==> src/rtl/dssc_pkg.sv <==
// ----------------------------------------------------------------------------
// dssc_pkg
// Shared types, codes and the angle-to-compare map for the dual servo sweep
// controller.
// ----------------------------------------------------------------------------
package dssc_pkg;

  // request kinds
  localparam logic [1:0] REQ_SET_LEFT  = 2'd0;
  localparam logic [1:0] REQ_SET_RIGHT = 2'd1;
  localparam logic [1:0] REQ_FRONT     = 2'd2;
  localparam logic [1:0] REQ_SCAN      = 2'd3;

  // servo selection
  localparam logic [1:0] SIDE_BOTH  = 2'd0;
  localparam logic [1:0] SIDE_LEFT  = 2'd1;
  localparam logic [1:0] SIDE_RIGHT = 2'd2;

  // configuration register indexes
  localparam logic [1:0] REG_LEFT_MIN  = 2'd0;
  localparam logic [1:0] REG_LEFT_MAX  = 2'd1;
  localparam logic [1:0] REG_RIGHT_MIN = 2'd2;
  localparam logic [1:0] REG_RIGHT_MAX = 2'd3;

  localparam logic [15:0] RST_LEFT_MIN  = 16'd426;
  localparam logic [15:0] RST_LEFT_MAX  = 16'd1106;
  localparam logic [15:0] RST_RIGHT_MIN = 16'd834;
  localparam logic [15:0] RST_RIGHT_MAX = 16'd1514;

  // angle limits and step
  localparam logic [7:0] LEFT_HOME   = 8'd0;
  localparam logic [7:0] LEFT_LIMIT  = 8'd100;
  localparam logic [7:0] RIGHT_LOW   = 8'd70;
  localparam logic [7:0] RIGHT_HOME  = 8'd170;
  localparam logic [7:0] POS_MAX     = 8'd180;
  localparam logic [7:0] SCAN_STEP   = 8'd6;
  localparam logic [7:0] RIGHT_SHIFT = 8'd10;

  localparam int TDATA_IN_W  = 16;
  localparam int TUSER_IN_W  = 4;
  localparam int TDATA_OUT_W = 48;

  typedef struct packed {
    logic [15:0] left_min;
    logic [15:0] left_max;
    logic [15:0] right_min;
    logic [15:0] right_max;
  } cfg_t;

  typedef struct packed {
    logic [7:0]  angle_right;
    logic [6:0]  angle_left;
    logic [15:0] right_pwm;
    logic [15:0] left_pwm;
  } servo_t;

  typedef struct packed {
    logic       [1:0] req_type;
    logic signed [9:0] position;
    logic       [1:0] side;
  } req_t;

  // 426 + 68*a/10; a/10 via reciprocal 6554/2^16, exact for 68*a below 16384
  // (a up to 159 is all that reaches here)
  function automatic logic [15:0] compare_map(input logic [7:0] a);
    logic [14:0] prod;
    logic [28:0] scaled;
    prod   = 15'(a) * 15'd68;
    scaled = 29'(prod) * 29'd6554;
    return 16'd426 + 16'(scaled[28:16]);
  endfunction

endpackage

==> src/rtl/dual_servo_sweep_controller.sv <==
// ----------------------------------------------------------------------------
// dual_servo_sweep_controller
// Two-servo position controller: set, home and scan requests update held
// angles and PWM compare values; each request returns the new servo state.
// ----------------------------------------------------------------------------
//   channel   dir  tdata                                tuser
//   s_axis    in   [9:0] position                       [1:0] req_type, [3:2] side
//   m_axis    out  [15:0] left_compare, [31:16] right_compare,
//                  [38:32] left_angle, [46:39] right_angle
//   cfg       in   cfg_index selects register, cfg_data written on cfg_we
//
// One request per cycle sustained while the output is not stalled; an input
// transfer loads the input register, then the state and result registers.
// The servo state updates in the same cycle the result register loads, so
// the next request always sees it.
// Synchronous reset clears state to zero and limit registers to defaults.
// An output stall holds the result; one more request waits in the input
// register, then s_tready drops.
// ----------------------------------------------------------------------------
module dual_servo_sweep_controller
  import dssc_pkg::*;
(
  input  logic                   clk,
  input  logic                   rst,
  input  logic                   s_tvalid,
  output logic                   s_tready,
  input  logic [TDATA_IN_W-1:0]  s_tdata,   // [9:0] position
  input  logic [TUSER_IN_W-1:0]  s_tuser,   // [1:0] req_type, [3:2] side
  output logic                   m_tvalid,
  input  logic                   m_tready,
  output logic [TDATA_OUT_W-1:0] m_tdata,   // left_compare, right_compare,
                                            // left_angle, right_angle
  input  logic                   cfg_we,
  input  logic [1:0]             cfg_index,
  input  logic [15:0]            cfg_data
);

  cfg_t   cfg;
  req_t   in_req;
  logic   in_valid;
  servo_t state;
  servo_t state_next;
  servo_t result;
  logic   advance;

  dssc_cfg u_cfg (
    .clk       (clk),
    .rst       (rst),
    .cfg_we    (cfg_we),
    .cfg_index (cfg_index),
    .cfg_data  (cfg_data),
    .cfg       (cfg)
  );

  dssc_step u_step (
    .cfg (cfg),
    .req (in_req),
    .cur (state),
    .nxt (state_next)
  );

  assign advance  = in_valid && (!m_tvalid || m_tready);
  assign s_tready = !in_valid || advance;

  always_ff @(posedge clk) begin
    if (rst) begin
      in_valid <= 1'b0;
    end else if (s_tready) begin
      in_valid <= s_tvalid;
    end
  end

  always_ff @(posedge clk) begin
    if (s_tready && s_tvalid) begin
      in_req.req_type <= s_tuser[1:0];
      in_req.position <= s_tdata[9:0];
      in_req.side     <= s_tuser[3:2];
    end
  end

  always_ff @(posedge clk) begin
    if (rst) begin
      state    <= '0;
      m_tvalid <= 1'b0;
    end else if (advance) begin
      state    <= state_next;
      m_tvalid <= 1'b1;
    end else if (m_tready) begin
      m_tvalid <= 1'b0;
    end
  end

  always_ff @(posedge clk) begin
    if (advance) begin
      result <= state_next;
    end
  end

  assign m_tdata = {1'b0, result.angle_right, result.angle_left,
                    result.right_pwm, result.left_pwm};

endmodule

==> src/rtl/dssc_cfg.sv <==
// ----------------------------------------------------------------------------
// dssc_cfg
// Compare limit registers, written through the plain configuration port.
// ----------------------------------------------------------------------------
module dssc_cfg
  import dssc_pkg::*;
(
  input  logic        clk,
  input  logic        rst,
  input  logic        cfg_we,
  input  logic [1:0]  cfg_index,
  input  logic [15:0] cfg_data,
  output cfg_t        cfg
);

  always_ff @(posedge clk) begin
    if (rst) begin
      cfg.left_min  <= RST_LEFT_MIN;
      cfg.left_max  <= RST_LEFT_MAX;
      cfg.right_min <= RST_RIGHT_MIN;
      cfg.right_max <= RST_RIGHT_MAX;
    end else if (cfg_we) begin
      case (cfg_index)
        REG_LEFT_MIN:  cfg.left_min  <= cfg_data;
        REG_LEFT_MAX:  cfg.left_max  <= cfg_data;
        REG_RIGHT_MIN: cfg.right_min <= cfg_data;
        REG_RIGHT_MAX: cfg.right_max <= cfg_data;
        default: ;
      endcase
    end
  end

endmodule

==> src/rtl/dssc_step.sv <==
// ----------------------------------------------------------------------------
// dssc_step
// Next servo state for one request: target selection, clamp and compare map.
// ----------------------------------------------------------------------------
module dssc_step
  import dssc_pkg::*;
(
  input  cfg_t   cfg,
  input  req_t   req,
  input  servo_t cur,
  output servo_t nxt
);

  logic               left_en;
  logic               right_en;
  logic signed [10:0] left_p;
  logic signed [10:0] right_p;
  logic               left_ok;
  logic               right_ok;
  logic [7:0]         right_off;

  // pick which servo moves and to what target angle
  always_comb begin
    left_en  = 1'b0;
    right_en = 1'b0;
    left_p   = 11'sd0;
    right_p  = 11'sd0;
    case (req.req_type)
      REQ_SET_LEFT: begin
        left_en = 1'b1;
        left_p  = 11'(req.position);
      end
      REQ_SET_RIGHT: begin
        right_en = 1'b1;
        right_p  = 11'(req.position);
      end
      REQ_FRONT: begin
        left_en  = (req.side == SIDE_BOTH) || (req.side == SIDE_LEFT);
        right_en = (req.side == SIDE_BOTH) || (req.side == SIDE_RIGHT);
        left_p   = 11'(LEFT_HOME);
        right_p  = 11'(RIGHT_HOME);
      end
      REQ_SCAN: begin
        left_en  = (req.side == SIDE_LEFT);
        right_en = (req.side == SIDE_RIGHT);
        left_p   = (8'(cur.angle_left) >= LEFT_LIMIT) ? 11'(LEFT_HOME)
                 : 11'(8'(cur.angle_left) + SCAN_STEP);
        // reset angle 0 also falls into the wrap to home
        right_p  = (cur.angle_right <= RIGHT_LOW) ? 11'(RIGHT_HOME)
                 : 11'(cur.angle_right - SCAN_STEP);
      end
      default: ;
    endcase
  end

  assign left_ok   = left_en  && (left_p  >= 0) && (left_p  <= 11'(POS_MAX));
  assign right_ok  = right_en && (right_p >= 0) && (right_p <= 11'(POS_MAX));
  assign right_off = right_p[7:0] - RIGHT_SHIFT;

  always_comb begin
    nxt = cur;
    if (left_ok) begin
      if (left_p == 0) begin
        nxt.left_pwm   = cfg.left_min;
        nxt.angle_left = 7'(LEFT_HOME);
      end else if (left_p >= 11'(LEFT_LIMIT)) begin
        nxt.left_pwm   = cfg.left_max;
        nxt.angle_left = 7'(LEFT_LIMIT);
      end else begin
        nxt.left_pwm   = compare_map({1'b0, left_p[6:0]});
        nxt.angle_left = left_p[6:0];
      end
    end
    if (right_ok) begin
      if (right_p <= 11'(RIGHT_LOW)) begin
        nxt.right_pwm   = cfg.right_min;
        nxt.angle_right = RIGHT_LOW;
      end else if (right_p >= 11'(RIGHT_HOME)) begin
        nxt.right_pwm   = cfg.right_max;
        nxt.angle_right = RIGHT_HOME;
      end else begin
        nxt.right_pwm   = compare_map(right_off);
        nxt.angle_right = right_p[7:0];
      end
    end
  end

endmodule

==> config.mk <==
export PLATFORM = sky130hd
export DESIGN_NAME = dual_servo_sweep_controller
export DESIGN_NICKNAME = d
export VERILOG_FILES = /design/src/rtl/dssc_pkg.sv /design/src/rtl/dual_servo_sweep_controller.sv /design/src/rtl/dssc_cfg.sv /design/src/rtl/dssc_step.sv
export SDC_FILE = /design/constraint.sdc
export NUM_CORES = 1
export LEC_CHECK = 0
export BUFFER_PORTS_ARGS = -buffer_cell sky130_fd_sc_hd__buf_2
export CORE_MARGIN = 2
export CORE_UTILIZATION = 55
export CTS_BUF_LIST = sky130_fd_sc_hd__clkbuf_4 sky130_fd_sc_hd__clkbuf_8
export DETAILED_ROUTE_END_ITERATION = 8
export MAX_ROUTING_LAYER = met4
export PLACE_DENSITY = 0.8
export SLEW_MARGIN = 15
export SYNTH_ARGS = -nofsm -noshare
export SYNTH_HDL_FRONTEND = slang
export SYNTH_HIERARCHICAL = 1
export SYNTH_SLANG_ARGS = --single-unit
==> constraint.sdc <==
create_clock -name clk -period 24.8 [get_ports clk]
set_clock_uncertainty 0.2 [all_clocks]
set_input_delay 6.2 -clock clk [delete_from_list [all_inputs] [get_ports clk]]
set_output_delay 6.2 -clock clk [all_outputs]
set_load 0.02 [all_outputs]
; Word level (Yosys, flattened, before mapping)
; Index checks and enable logic that the tools add are counted.
[totals]
mem_count = 0
ff_bits = 174
latch_bits = 0
ramBits = 0
output_inout_bits = 50
word_cells = 84
in_bits = 43
mem_bits_ro = 0
[classes]
n_shift = 0
bitwise = 0
n_addsub = 5
n_eq_ne = 8
order_cmp = 9
multipliers = 4
div = 0
n_mux = 20
n_reduce_logical = 21
[ops]
columns = operator, n
row1 = 2-to-1 mux 16 bit, 6
row2 = case mux 11 bit (3 select lines), 1
row3 = zero test 32 bit, 1
row4 = "multiplier 13 x 12 -> 25 bit, second input constant", 1
row5 = "multiplier 12 x 12 -> 24 bit, second input constant", 1
row6 = 2-to-1 mux 8 bit, 3
row7 = ">= comparator 11 x 1 -> 1 bit, second input constant", 2
row8 = "less-or-equal comparator 11 x 8 -> 1 bit, second input constant", 2
row9 = 2-to-1 mux 11 bit, 2
row10 = case mux 11 bit (2 select lines), 1
row11 = 2-to-1 mux 7 bit, 3
row12 = "adder 9 x 12 -> 13 bit, first input constant", 1
row13 = "multiplier 8 x 5 -> 13 bit, second input constant", 1
row14 = "adder 9 x 11 -> 12 bit, first input constant", 1
row15 = "multiplier 7 x 5 -> 12 bit, second input constant", 1
row16 = ">= comparator 11 x 7 -> 1 bit, second input constant", 1
row17 = ">= comparator 11 x 8 -> 1 bit, second input constant", 1
row18 = "less-or-equal comparator 11 x 7 -> 1 bit, second input constant", 1
row19 = "equality test 2 bit, second input constant", 5
row20 = "subtractor 8 x 3 -> 9 bit, second input constant", 1
row21 = "adder 7 x 3 -> 8 bit, second input constant", 1
row22 = "less-or-equal comparator 8 x 7 -> 1 bit, second input constant", 1
row23 = AND reduction 2 bit, 4
row24 = "subtractor 8 x 4 -> 8 bit, second input constant", 1
row25 = other kinds (9), 24

; Logic depth before layout (Yosys ltp)
; Gate-level depths: netlist of the first run.
[logic_depth]
depth_word = 10
ltp_mapped = 44
mapped_depth_nobuf = 43

; By module
; Netlist of the first run, hierarchy kept.
[modules_own_cells]
columns = mod, cells_each, area_each_um2, seq_area_each_um2, n_inst
row1 = dssc_step, 1079, 8682.1, 0.0, 1
row2 = dual_servo_sweep_controller, 277, 4047.6, 2812.7, 1
row3 = dssc_cfg, 240, 2553.7, 1281.2, 1

; Worst setup path after synthesis of the first run
; No wires, ideal clock.
[synth_path]
path_type = input port to output port
from = input port m_tready
to = output port s_tready
arrival_ns = 6.468
required_ns = 18.400
slack_ns = 11.932
path_buffers = 0
cell_stages = 2
path_cell_list = nor2b_4 > nand2_1
[synth_via]
elab_chain_len = 3
[synth_rtl]
columns = element, line
row1 = start: declaration, dual_servo_sweep_controller.sv:30  ; input logic m_tready,
row2 = logical OR 1 bit, dual_servo_sweep_controller.sv:62  ; assign advance = in_valid && (!m_tvalid || m_tready);
row3 = logical AND 1 bit, dual_servo_sweep_controller.sv:62
row4 = logical OR 1 bit, dual_servo_sweep_controller.sv:63  ; assign s_tready = !in_valid || advance;
row5 = end: declaration, dual_servo_sweep_controller.sv:26  ; output logic s_tready,
; No other way between the ends.

; Final worst setup path of the first run
; Ends and elaborated chain as after synthesis.

==> results of run 1 <==
==> logic make-up after synthesis <==
group | synth area share [%]
AND/OR/NAND/NOR | 15.46
adder cells (fa/ha/maj) | 27.25
AO/OA/AOI/OAI | 12.39
buffers and inverters | 6.582
flip-flops | 26.79
multiplexers | 8.481
XOR/XNOR | 3.037
other | 0.02454
==> final timing paths <==
check	end	slack, ns
setup / recovery	s_tready	11.65
hold reg to reg	state[13]$_SDFFE_PP0P_	0.28
hold / removal	state[13]$_SDFFE_PP0P_	0.28
setup reg to reg	state[26]$_SDFFE_PP0P_	13.77
==> metrics by stage <==
stage,hold slack [ns],worst slack [ns],util (%),instances,instance area (µm²)
after floorplan,0.2452,11.93,-,1596,15280
after global placement,0.2553,11.69,57.74,2008,15910
after detailed placement,0.2678,11.67,57.74,2008,15910
after CTS,0.2853,11.67,59.37,2040,16360
after global routing,0.2995,11.62,59.38,2040,16360
final,0.2785,11.65,59.38,2040,16360
==> critical path, delay by kind of cell <==
family,cells,cell delay (ns)
buffers and inverters,2,0.28
and+or+nand+nor,2,0.27
==> cell type report <==
| type | instances | area (µm²) | share of cell area [%] |
|---|---|---|---|
| Sequential cell | 174 | 4094 | 25.02 |
| Tap cell | 378 | 473.0 | 2.891 |
| Clock inverter | 15 | 215.2 | 1.315 |
| Timing Repair Buffer | 92 | 480.5 | 2.936 |
| Inverter | 177 | 664.4 | 4.061 |
| Clock buffer | 17 | 234.0 | 1.430 |
| Multi-Input combinational cell | 1187 | 10200 | 62.35 |
==> cells in the final DEF (no fill, tap or decap), drive strengths merged, types with 6 or more instances in the layout <==
cell type / n
a211oi: 11
a21o: 11
a21oi: 81
a221oi: 6
a22oi: 16
and2: 17
and3: 6
buf: 92
clkbuf: 17
clkinv: 7
dfxtp: 113
edfxtp: 61
fa: 83
ha: 200
inv: 182
mux2i: 125
nand2: 92
nand2b: 158
nand3: 16
nand4: 7
nor2: 94
nor3: 16
o21a: 6
o21ai: 69
o221ai: 6
o31ai: 10
or2: 8
xnor2: 31
xor2: 22
==> cell usage after synthesis, drive strengths merged, types with 5 or more instances <==
library cell  instances
fa                   83
nand2b              158
mux2i               125
edfxtp               61
nor2                 94
nand3                16
o21ai                69
ha                  200
or4                   5
or3                   5
xor2                 22
a221o                 5
a211oi               11
dfxtp               113
nor3                 16
and2                 17
a21oi                81
o31ai                10
o21a                  6
buf                  28
nand4                 7
o221ai                6
a221oi                6
nand2                92
inv                 177
or2                   8
a21o                 11
and3                  6
clkbuf               30
a22oi                16
xnor2                31
==> per-layer routing <==
metal | vias up | GRT usage [%]
li1 | 5634 | -
met1 | 5544 | 32.30
met2 | 314 | 42.86
met3 | 67 | 3.724
met4 | 0 | 8.324
met5 | - | -
==> state kept, by name, indices dropped and copies added (netlist names) <==
name	cells
in_req	14
in_valid	1
m_tdata	47
u_cfg/cfg	64
m_tvalid	1
state	47
==> summary.txt, run 1 <==
Floorplanning
  • Die Width: approximately 170 µm
  • Initial core utilization: 55.47%
  • Die H: 170.7 µm
  • Row cnt: just over 60
  • I/O pins: between 90 and 100
  • Total core area: 0.02755 mm²
  • Die area: about 0.03 mm²

Timing
  • Max Transition Viols Final: 0
  • Hold Violations, Final: 0
  • Total Neg Setup Slack: 0 ns
  • Period Utilization, post-route: roughly 53%
  • RSZ-0062 raised after global routing: no
  • Slew at the pin with the worst max-slew slack: between 1 and 1.5 ns
  • Max Fclk: roughly 0.076 GHz
  • Slew margin rel.: about 24%
  • Final setup vio count: 0
  • Min cycle time layout: 13.15 ns

Clock network
  • Hold buffer count at CTS: 0
  • Max Root-Sink Buffers: 2
  • Post-CTS Resized: 0
  • CTS tree: yes
  • Clk pin slew, worst setup/hold paths: roughly 0.1 ns
  • Root Driver: clkbuf_8
  • Worst-Skew Late Latency: a little under 0.5 ns
  • Num CTS Buffers: 17
  • Sink Count: 174
  • # Post-CTS Setup Buffers: 0
  • Depth of the CTS H-tree: 4

Global route
  • Pin count of the biggest net entering global routing: 116
  • All-Layer GR Usage: ~26%
  • First-pass GRT wire length: between 50000 and 60000 µm
  • Number of global-route vias before repair: 11867
  • Initial antenna violation count: 0
  • Total gr overflow: 0

Placement
  • Post-DP HPWL: about 27000 µm
  • Port buffer count: 85
  • Routability cong.: 0.9282

Min path
  • Hold Path Class: register to register
  • Hold_sp: state[13]$_SDFFE_PP0P_
  • Hold depth: 2

Logic synthesis
  • Ys flop type: dfxtp_1
  • Netlist cell types: 91
  • Leading post-synthesis cells by cell area: ha_1, dfxtp_1, edfxtp_1
  • Syn Inst Count: 1596
  • Post-synth design cell area: about 0.015 mm²
  • Post-synth EDFFs: between 60 and 70
  • Register area share after synthesis: ~27%
  • Synth Register Bits: approximately 170
  • Syn avg cell area: ~9.6 µm²
  • Async SR Flop Fraction: 0%
  • Post-Syn Nets: 1922
  • YS warnings: 6
  • Largest area contributor in the netlist: ha_1
  • Top cell type's share of synthesized area: around 16%

Setup path
  • Critical path data arrival time: 6.75 ns
  • Crit path max fanout: 4
  • Setup crit end kind: output port
  • Critical Path Source: m_tready
  • Crit path kind: input port to output port
  • Max incr delay on CP: roughly 0.17 ns
  • Critical Path Most Common Cell: buf_2
  • RR Startpoint: state[42]$_SDFFE_PP0P_
  • Critical path cell sequence: buf_2 -> nor2b_4 -> nand2_1 -> buf_2
  • Worst reg2reg path depth: 40
  • CP max stage cell: nor2b_4
  • Required time worst endpoint: approximately 18 ns
  • Startpoint Class: input port

Flow run
  • Max cap viols: 0

Detailed routing
  • DRT Pass-1 Iters: 7
  • Via Count: about 12000
  • # DRC: 1
  • Drt via density: 5.666
  • Metal2 WL: ~17000 µm
  • Highest routed layer: met4
  • DR iter-0 viols: around 780
  • Antenna-violating nets left: 0
  • Drt total wl: about 35000 µm
  • WL/cell: about 17 µm
  • Met3 wire length: approximately 1700 µm
  • Met1 wire length: 15510 µm

Final layout
  • Fill cells: between 2000 and 2500
  • Layout cells sized above 1: 10.17%
  • Nets@finish: a little under 2000
  • # diodes: 0
  • Area Overhead vs Synth: 7.057%

Status
  • Status: complete, but fails checks
  • Failing checks: design-rule violations
Power of run 1 is not shown: default switching activity piles up to over one toggle a cycle in this logic, so the estimate is an artifact.
==> inputs of run 2 (changes only) <==
--- a/config.mk
+++ b/config.mk
@@ -5,13 +5,14 @@
 export SDC_FILE = /design/constraint.sdc
 export NUM_CORES = 1
 export LEC_CHECK = 0
+export ABC_AREA = 1
 export BUFFER_PORTS_ARGS = -buffer_cell sky130_fd_sc_hd__buf_2
 export CORE_MARGIN = 2
 export CORE_UTILIZATION = 55
 export CTS_BUF_LIST = sky130_fd_sc_hd__clkbuf_4 sky130_fd_sc_hd__clkbuf_8
 export DETAILED_ROUTE_END_ITERATION = 8
 export MAX_ROUTING_LAYER = met4
-export PLACE_DENSITY = 0.8
+export PLACE_DENSITY = 0.83
 export SLEW_MARGIN = 15
 export SYNTH_ARGS = -nofsm -noshare
 export SYNTH_HDL_FRONTEND = slang
==> constraint.sdc (replaced) <==
create_clock -name clk -period 11.4 [get_ports clk]
set_clock_uncertainty 0.2 [all_clocks]
set_input_delay 2.85 -clock clk [delete_from_list [all_inputs] [get_ports clk]]
set_output_delay 2.85 -clock clk [all_outputs]
set_load 0.02 [all_outputs]
==> summary.txt, run 2 <==
Timing
  • Period Utilization, post-route: ~86%
  • Min cycle time layout: 9.820 ns
  • Max Transition Viols Final: 0 (unchanged)
  • Total Neg Setup Slack: 0 ns (unchanged)
  • Final setup vio count: 0 (unchanged)
  • Slew margin rel.: 26.77% (+2.5 points)
  • RSZ-0062 raised after global routing: no
  • Slew at the pin with the worst max-slew slack: 1.097 ns (-0.03846 ns)
  • Hold Violations, Final: 0 (unchanged)
  • Max Fclk: ~0.1 GHz

Flow run
  • Max cap viols: 0 (unchanged)

Logic synthesis
  • Netlist cell types: 46 (-49%)
  • Largest area contributor in the netlist: ha_1
  • Post-synth design cell area: 0.01603 mm² (+4.9%)
  • Ys flop type: dfxtp_1
  • Post-Syn Nets: 2532 (+32%)
  • Syn avg cell area: 7.264 µm² (-24%)
  • Synth cell count leaders: nand2_1, inv_1, nor2_1, ha_1, nand3_1
  • Register area share after synthesis: 25.55% (-1.2 points)
  • Top cell type's share of synthesized area: 15.62% (-0.76 points)
  • Async SR Flop Fraction: 0% (unchanged)
  • Most frequent cell after synthesis: nand2_1
  • Leading post-synthesis cells by cell area: ha_1, dfxtp_1, nand2_1
  • Post-synth EDFFs: 61 (unchanged)
  • Synth Register Bits: 174 (unchanged)
  • YS warnings: 6 (unchanged)
  • Syn Inst Count: 2206 (+38%)

Min path
  • Hold depth: 2 (unchanged)
  • Worst Hold End: u_cfg/cfg[17]$_SDFFE_PP1P_
  • Hold_sp: u_cfg/cfg[17]$_SDFFE_PP1P_
  • Hold Path Class: register to register

Floorplanning
  • Die area: 0.03052 mm² (+4.7%)
  • Total core area: 0.02870 mm² (+4.2%)
  • Row cnt: 62 (+1.6%)
  • Initial core utilization: 55.83% (+0.36 points)
  • Die Width: 174.7 µm (+2.3%)
  • Die H: 174.7 µm (+2.3%)
  • I/O pins: 93 (unchanged)

Final layout
  • Commonest non-fill, non-tap cell in the layout: nand2_1
  • Biggest register: u_cfg/cfg
  • Layout cells sized above 1: 7.481% (-2.7 points)
  • Area Overhead vs Synth: 5.372%
  • Most frequent cells in the layout: nand2_1, inv_1, nor2_1
  • Nets@finish: 2572 (+30%)
  • Max FFs per register: 64 (unchanged)
  • Design Area, Final: 0.01689 mm² (+3.2%)
  • Fill cells: 2616 (+10%)

Setup path
  • Setup crit end kind: register
  • Critical Path Source: in_req[13]$_DFFE_PP_
  • Startpoint Class: register
  • CP Depth: 54 (+50)
  • RR Startpoint: in_req[13]$_DFFE_PP_
  • Required time worst endpoint: 11.57 ns (-6.83 ns)
  • Critical Path Most Common Cell: nand2_1
  • Buf/Inv on CP: 13 (+11)
  • FF-to-FF setup slack: 1.58 ns (-12.19 ns)
  • Critical path data arrival time: 9.99 ns (+3.24 ns)
  • Crit path kind: register to register
  • Crit path max fanout: 8 (+4)
  • Max incr delay on CP: 0.57 ns (+0.40 ns)
  • Worst reg2reg path depth: 54 (+35%)
  • Worst reg2reg path endpoint: state[27]$_SDFFE_PP0P_
  • Top Family by Delay on Critical Path: adder cells
  • CP max stage cell: fa_1

Clock network
  • Num CTS Buffers: 17 (unchanged)
  • Depth of the CTS H-tree: 4 (unchanged)
  • Max Root-Sink Buffers: 2 (unchanged)
  • # Post-CTS Setup Buffers: 0 (unchanged)
  • Worst-Skew Late Latency: 0.49 ns (about the same)
  • CTS tree: yes
  • Post-CTS Resized: 0 (unchanged)
  • Root Driver: clkbuf_8
  • Clk pin slew, worst setup/hold paths: 0.09 ns (about the same)
  • Hold buffer count at CTS: 0 (unchanged)
  • Sink Count: 174 (unchanged)

Detailed routing
  • Drt via density: 5.337 (-5.8%)
  • DRT Pass-1 Iters: 9 (+2)
  • Via Count: 14123 (+22%)
  • # DRC: 0 (-1)
  • DR iter-0 viols: 1069 (+38%)
  • WL/cell: 14.77 µm (-14%)
  • Drt total wl: 39080 µm (+12%)
  • Antenna-violating nets left: 0 (unchanged)

Global route
  • Met1 usage: 33.99% (+1.7 points)
  • Grt peak-use layer: met2
  • Total gr overflow: 0 (unchanged)
  • Met2 usage: 45.24% (+2.4 points)
  • GR Util met3: 3.177% (-0.55 points)
  • Number of global-route vias before repair: 13733 (+16%)
  • Pin count of the biggest net entering global routing: 97 (-16%)
  • Initial antenna violation count: 3 (+3)
  • All-Layer GR Usage: 27.01% (+1.3 points)
  • First-pass GRT wire length: 65210 µm (+12%)

Placement
  • Post-DP HPWL: 30050 µm (+10%)
  • Placed Instance Area: 0.01651 mm² (+3.8%)
  • Routability cong.: 0.8961 (-3.5%)
  • Port buffer count: 85 (unchanged)

Status
  • Status: finished clean
## run 2: per-stage QoR
stage / hold slack [ns] / std cells / setup WS [ns] / utilization [%]
3_3_place_gp: 0.2403 / 2611 / 2.048 / 57.52
3_5_place_dp: 0.2444 / 2611 / 1.760 / 57.52
5_1_grt: 0.2854 / 2646 / 0.8873 / 58.83
2_1_floorplan: 0.2236 / 2206 / 3.094 / -
6_report: 0.2635 / 2646 / 1.580 / 58.83
4_1_cts: 0.2671 / 2643 / 1.720 / 58.79
## run 2: layout make-up
class	instances	area, µm²	share of cell area (%)
Multi-Input combinational cell	1569	9993	59.18
Sequential cell	174	4098	24.27
Inverter	396	1494	8.847
Tap cell	384	480.5	2.845
Timing Repair Buffer	88	447.9	2.653
Clock buffer	18	241.5	1.430
Clock inverter	14	123.9	0.7336
Antenna cell	3	7.507	0.04446
## run 2: metal layers
metal  share of wire [%]  vias to the layer above  wire length, µm
met5                   0                        -                0
met4                 2.9                        0             1136
met3                 6.7                       94             2635
met2                  48                      519            18620
met1                  43                     6500            16690
li1                    -                     7010                -
## run 2: how the worst max path moves through the flow
stage,slack [ns],endpoint
floorplan,3.09,state[25]$_SDFFE_PP0P_
CTS,1.72,state[27]$_SDFFE_PP0P_
global placement,2.05,state[27]$_SDFFE_PP0P_
detailed placement,1.76,state[27]$_SDFFE_PP0P_
finish,1.58,state[27]$_SDFFE_PP0P_
global route,0.89,state[27]$_SDFFE_PP0P_
## run 2: logic make-up (layout without fill, tap and decap cells)
kind of cell / count (synthesis) / in the layout / synth area share, %
compound gates: 206 / 206 / 6.730
xor+xnor: 32 / 32 / 1.796
fa+ha+maj: 283 / 283 / 25.98
buf+inv: 463 / 516 / 12.20
flops: 174 / 174 / 25.55
other cells: 1 / 4 / 0.02340
simple gates: 1047 / 1047 / 27.72
## run 2: tightest hold or removal path, stage by stage (launching register included)
cell and delay (ns):
dfxtp_1 0.33, nand2_1 0.05, nand3_1 0.05
Power of run 2 is left out for the same reason.
